[config.mk]
export PLATFORM = sky130hd
export DESIGN_NAME = pem_edge_map
export DESIGN_NICKNAME = d
export VERILOG_FILES = /design/src/rtl/core/pem_pkg.sv /design/src/rtl/core/pem_edge_map.sv
export SDC_FILE = /design/constraint.sdc
export NUM_CORES = 2
export LEC_CHECK = 0
export BUFFER_PORTS_ARGS = -buffer_cell sky130_fd_sc_hd__buf_2
export CORE_UTILIZATION = 35
export CTS_BUF_LIST = sky130_fd_sc_hd__clkbuf_8
export DETAILED_ROUTE_END_ITERATION = 7
export PLACE_DENSITY = 0.5
export SLEW_MARGIN = 30
export SYNTH_ARGS = -nofsm -noshare
export SYNTH_HDL_FRONTEND = slang
export SYNTH_SLANG_ARGS = --single-unit
[constraint.sdc]
create_clock -name i_clk -period 16.83 [get_ports i_clk]
set_clock_uncertainty 0.1 [all_clocks]
set_input_delay 3.366 -clock i_clk [delete_from_list [all_inputs] [get_ports i_clk]]
set_output_delay 3.366 -clock i_clk [all_outputs]
set_load 0.02 [all_outputs]
[src/rtl/core/pem_pkg.sv]
// shared types and constants for the prewitt edge magnitude block
package pem_pkg;

    // input request payload
    typedef struct packed {
        logic        cmd;
        logic [31:0] pixel_word;
    } t_in_item;

    // output request payload
    typedef struct packed {
        logic [7:0]  edge_value;
        logic [31:0] packed_out;
        logic        frame_last;
    } t_out_item;

    // item commands
    localparam logic CMD_PIXEL = 1'b0;
    localparam logic CMD_DRAIN = 1'b1;

    // configuration register indexes
    localparam int unsigned CFG_IDX_W = 8;
    localparam logic [CFG_IDX_W-1:0] CFG_IMAGE_WIDTH  = 8'd0;
    localparam logic [CFG_IDX_W-1:0] CFG_IMAGE_HEIGHT = 8'd1;
    localparam int unsigned CFG_DATA_W = 16;

    // register reset values
    localparam int unsigned WIDTH_RESET  = 640;
    localparam int unsigned HEIGHT_RESET = 480;

    // luma weights, q0.16
    localparam logic [15:0] W_RED   = 16'd13933;
    localparam logic [15:0] W_GREEN = 16'd46871;
    localparam logic [15:0] W_BLUE  = 16'd4732;

    // sigmoid output levels by integer magnitude
    localparam logic [7:0] SIG_M0  = 8'd127;
    localparam logic [7:0] SIG_M1  = 8'd186;
    localparam logic [7:0] SIG_M2  = 8'd224;
    localparam logic [7:0] SIG_M3  = 8'd242;
    localparam logic [7:0] SIG_M4  = 8'd250;
    localparam logic [7:0] SIG_M5  = 8'd253;
    localparam logic [7:0] SIG_MID = 8'd254;
    localparam logic [7:0] SIG_TOP = 8'd255;
    localparam int unsigned SIG_TOP_M = 18;

    localparam logic [7:0] ALPHA_FULL = 8'hFF;

endpackage

[src/rtl/core/pem_edge_map.sv]
// gradient to sigmoid edge level: squares, sum, threshold compare
module pem_edge_map #(
    parameter int unsigned LUMA_FRAC_BITS = 8
) (
    input  logic                          i_clk,
    input  logic                          i_rst_n,
    input  logic                          i_start,
    input  logic signed [LUMA_FRAC_BITS+10:0] i_gx,
    input  logic signed [LUMA_FRAC_BITS+10:0] i_gy,
    output logic                          o_done,
    output logic [7:0]                    o_edge
);
    import pem_pkg::*;

    localparam int unsigned GW = LUMA_FRAC_BITS + 11;
    localparam int unsigned QW = 2 * GW;
    localparam int unsigned SW = QW + 1;
    localparam int unsigned F2 = 2 * LUMA_FRAC_BITS;

    logic [2:0]    r_vld;
    logic [QW-1:0] r_gx2;
    logic [QW-1:0] r_gy2;
    logic [SW-1:0] r_s;
    logic [7:0]    r_edge;
    logic [7:0]    edge_sel;

    // magnitude m >= k exactly when s >= (k << frac)^2
    function automatic logic [SW-1:0] thr(input int unsigned k);
        thr = SW'(k * k) << F2;
    endfunction

    always_comb begin
        if (r_s >= thr(SIG_TOP_M)) begin
            edge_sel = SIG_TOP;
        end else if (r_s >= thr(6)) begin
            edge_sel = SIG_MID;
        end else if (r_s >= thr(5)) begin
            edge_sel = SIG_M5;
        end else if (r_s >= thr(4)) begin
            edge_sel = SIG_M4;
        end else if (r_s >= thr(3)) begin
            edge_sel = SIG_M3;
        end else if (r_s >= thr(2)) begin
            edge_sel = SIG_M2;
        end else if (r_s >= thr(1)) begin
            edge_sel = SIG_M1;
        end else begin
            edge_sel = SIG_M0;
        end
    end

    // three stage pipe
    always_ff @(posedge i_clk) begin
        if (!i_rst_n) begin
            r_vld <= '0;
        end else begin
            r_vld <= {r_vld[1:0], i_start};
        end
        r_gx2  <= QW'(i_gx * i_gx);
        r_gy2  <= QW'(i_gy * i_gy);
        r_s    <= SW'(r_gx2) + SW'(r_gy2);
        r_edge <= edge_sel;
    end

    assign o_done = r_vld[2];
    assign o_edge = r_edge;

`ifndef NO_ASSERTIONS
    a_latency: assert property (@(posedge i_clk) disable iff (!i_rst_n)
        i_start |-> ##3 o_done) else $error("edge map latency broken");
    a_level: assert property (@(posedge i_clk) disable iff (!i_rst_n)
        o_done |-> o_edge >= SIG_M0) else $error("edge level below floor");
    a_done_pulse: assert property (@(posedge i_clk) disable iff (!i_rst_n)
        o_done |=> !o_done) else $error("edge map done held");
`endif

endmodule

Word level (Yosys, flattened, before mapping)

Cells that the tools add are included.

Word-level logic and storage cells: 31
Bits in registers: 126
Input port bits: 41

Add/subtract/negate cells: 1
Reductions and logical operators: 5
Multiply operators: 2
Mux-type cells: 6
Magnitude comparators: 7

Operator list:

| operator               | number |
|---|---|
| $ge A39 B21 Y1 const B | 2 |
| $mul A19 B19 Y38       | 2 |
| $add A38 B38 Y39       | 1 |
| $ge A39 B17 Y1 const B | 1 |
| $ge A39 B19 Y1 const B | 1 |
| $ge A39 B20 Y1 const B | 1 |
| $ge A39 B22 Y1 const B | 1 |
| $ge A39 B25 Y1 const B | 1 |
| $mux W8                | 1 |
| $reduce_or A6 Y1       | 1 |
| $mux W5                | 1 |
| $reduce_or A5 Y1       | 1 |
| $mux W4                | 1 |
| $reduce_or A4 Y1       | 1 |
| $mux W3                | 1 |
| $reduce_or A3 Y1       | 1 |
| $mux W2                | 1 |
| $reduce_or A2 Y1       | 1 |
| $mux W1                | 1 |

Depth between registers and ports, before layout

Depth in word-level cells: 7
Mapped depth: 27
Mapped depth without buffers: 24

Worst setup path before layout

Ideal clock, no wire load.

Path kind: input to register
Start: in i_gx[18]
End: reg r_gx2[37]
Cell stages on the path: 24
Arrival time: 9895 ps
Setup slack: 6716 ps
Buffers on the path: 2
Setup time: 118 ps
Required time: 16612 ps
Path through: clkbuf_1 clkbuf_1 nand2_1 fa_1 inv_1 fa_1 inv_1 fa_1 inv_1 fa_1 fa_1 inv_1 fa_1 inv_1 ha_1 ha_1 a21o_1 a21o_1 a21o_1 a21oi_1 o21ai_0 or3b_2 o221a_2 xnor2_1

Cells in the longest elaborated chain, start to end: 1

Ends and longest elaborated chain:

| what                 | RTL line           | source |
|---|---|---|
| start, declared      | pem_edge_map.sv:8  | `input logic signed [LUMA_FRAC_BITS+10:0] i_gx,` |
| $mul A19 B19 Y38     | pem_edge_map.sv:59 | `r_gx2 <= QW'(i_gx * i_gx);` |
| end signal, assigned | pem_edge_map.sv:59 |  |
| end, declared        | pem_edge_map.sv:21 | `logic [QW-1:0] r_gx2;` |

No other way between the ends.
A chain may end at the register's enable or synchronous reset.

Worst setup path in the final report

Same ends and word-level chain as after synthesis.

==> impl_metrics.yaml <==
route:
  route.vias.total: 18718
  ant_nets: 0
  vias_per_cell: 4.72
  wl_mm: 62.3
  drtIter0Drc: 803
  dr.pass1.iters: 5
  drc_errors: 0
  wl_per_cell_um: 15.7
synth:
  synth_compound_area_share_pct: 6.66
  synthSimpleGateAreaFrac_pct: 9.97
  syn-cell-area_mm2: 0.0281
  synthArstFlopShare_pct: 0
  yosys-top-cells-area: "fa_1, ha_1, inv_1, dfxtp_1, nand2_1"
  synth-xor-area-share_pct: 3.99
  synth_top_area_share_pct: 47.1
  syn_inst: 2923
  ys_seq_area_share_pct: 7.48
  synth.avg_cell_area_um2: 9.61
  yosys.area_share.adder_pct: 60.2
  synth_top_family_by_area: "adder cells"
  synth_top_cell_by_area: "fa_1"
  synth_edf_count: 0
  synth_common_cells: "inv_1, fa_1, ha_1, nand2_1, dfxtp_1"
  synthFlopType: "dfxtp_1"
  synth_cell_types: 71
  syn_nets: 3919
  synthMuxAreaShare_pct: 0.218
  synth_seq_cells: 105
  yosysMostFrequentCell: "inv_1"
  yosysWarnings: 0
timing:
  worst_pin_slew_ns: 0.781
  finalSetupTns_ns: 0
  rsz0062_at_grt: "no"
  setup_viol: 0
  slew_headroom_pct: 47.9
  fmax_mhz: 97.7
  post-route-period-util_pct: 60.8
  holdWs_ns: 0.341
  hold_viol: 0
  post-route-min-period_ns: 10.24
  report.final.slew_viol_count: 0
clock_network:
  ctsResizeCount: 0
  htree_levels: 3
  clkLatencyLatePin_ns: 0.40
  cts_buffer_depth: 2
  cts.sinks: 105
  cts_made_buffers: 9
  hold_buffers: 0
  path_clk_slew_ns: 0.10
  postCtsSetupRepairBufs: 0
  cts_root_buf: "clkbuf_8"
  cts_tree: "built"
finish:
  drive_gt1_share_pct: 3.33
  fin_nets: 3903
  num_antenna_cells: 0
  fillers: 8013
  synthToLayoutAreaGrowth_pct: 5.26
critical_path:
  path_cells: "buf_2 -> nand2_1 -> fa_1 -> inv_1 -> fa_1 -> inv_1 -> fa_1 -> inv_1 -> fa_1 -> fa_1 -> inv_1 -> fa_1 -> inv_1 -> ha_1 -> ha_1 -> a21o_1 -> a21o_1 -> a21o_1 -> a21oi_1 -> o21ai_0 -> or3b_2 -> o221a_2 -> xnor2_1"
  path_max_fanout: 40
  arrival_ns: 10.42
  crit_slowest_cell: "fa_1"
  crit_path_end_kind: "flop"
  cpPeakStageDelay_ns: 0.68
  crit_required_ns: 17.02
  cp_num_buf_inv: 6
  path_common_cell: "fa_1"
  critPathTopFamily: "adder cells"
  cp-start-kind: "input pin"
  critPathKind: "in -> reg"
floorplan:
  core_mm2: 0.0793
  start_util_pct: 35.4
  dieWidth_um: 285
  die_h_um: 285
  rows: 103
  ios: 50
  die-area_mm2: 0.0814
global_routing:
  grt.total_usage_pct: 16.4
  grt_first_pass_wirelength_mm: 107
  overflow: 0
  grt_max_degree: 41
  antenna_found_initial: 0
  grt_pass1_vias: 21468
outcome:
  outcome: "finished, final reports clean"
hold_path:
  min_path_type: "reg -> reg"
placed_design:
  hpwl_mm: 53.4
  gp_congestion: 0.841
  io_buffer_count: 48
flow_run:
  drv_cap: 0
[cell families (layout without fill, tap and decap cells)]
| logic type | after synthesis | in the layout |
|---|---|---|
| adder cells (fa/ha/maj) | 955 | 955 |
| buffers and inverters | 857 | 846 |
| AND/OR/NAND/NOR | 595 | 595 |
| AO/OA/AOI/OAI | 276 | 276 |
| XOR/XNOR | 128 | 128 |
| flip-flops | 105 | 105 |
| multiplexers | 6 | 6 |
| other | 1 | 1 |
[routing by layer]
layer / up-vias / track usage [%] / part of all wire [%]
met5: - / 0 / 0
met4: 0 / 2.61 / 1.3
met3: 58 / 1.60 / 3.1
met2: 257 / 30.6 / 53
met1: 9682 / 20.6 / 42
li1: 8721 / - / -
[per-stage QoR]
step           cells  worst slack [ns]  util (%)  cell area, um^2
4_1_cts         3962              6.60      37.3            29600
2_1_floorplan   2923              6.72         -            28100
5_1_grt         3962              6.20      37.3            29600
6_report        3962              6.59      37.3            29600
3_5_place_dp    3946              6.16      37.0            29400
3_3_place_gp    3946              6.21      37.0            29400
[final timing paths]
path         startpoint   endpoint  slack (ns)  cells past startpoint
max            i_gx[18]  r_gx2[37]        6.59                     23
min            r_vld[0]   r_vld[1]        0.34                      1
max reg2reg    r_gy2[8]    r_s[32]       13.87                      9
min reg2reg    r_vld[0]   r_vld[1]        0.34                      1
[cell usage in the layout, fill, tap and decap left out, drive strengths merged, types with 43 or more instances in the layout]
| cell type | count |
|---|---|
| a21oi | 80 |
| nand2 | 273 |
| fa | 661 |
| ha | 294 |
| xor2 | 43 |
| xnor2 | 85 |
| inv | 784 |
| and2 | 91 |
| buf | 48 |
| nor2 | 91 |
| dfxtp | 105 |
| o21ai | 49 |
[state kept, by name (all words and copies together) (netlist names)]
name / cells
r_gx2: 36
r_gy2: 36
r_s: 23
o_edge: 7
r_vld: 3
[final cells by class]
cell class              count  area [um^2]  area share, %
clock buffers               9          124          0.419
clock inverters             7         83.8          0.284
inverters                 782         2940           9.93
multi-input cells        1961        22800           77.0
flip-flops and latches    105         2100           7.11
well taps                1050         1310           4.44
repair buffers             48          240          0.812
Power is not shown: default switching activity piles up to over one toggle a cycle in this logic, so the estimate is an artifact.
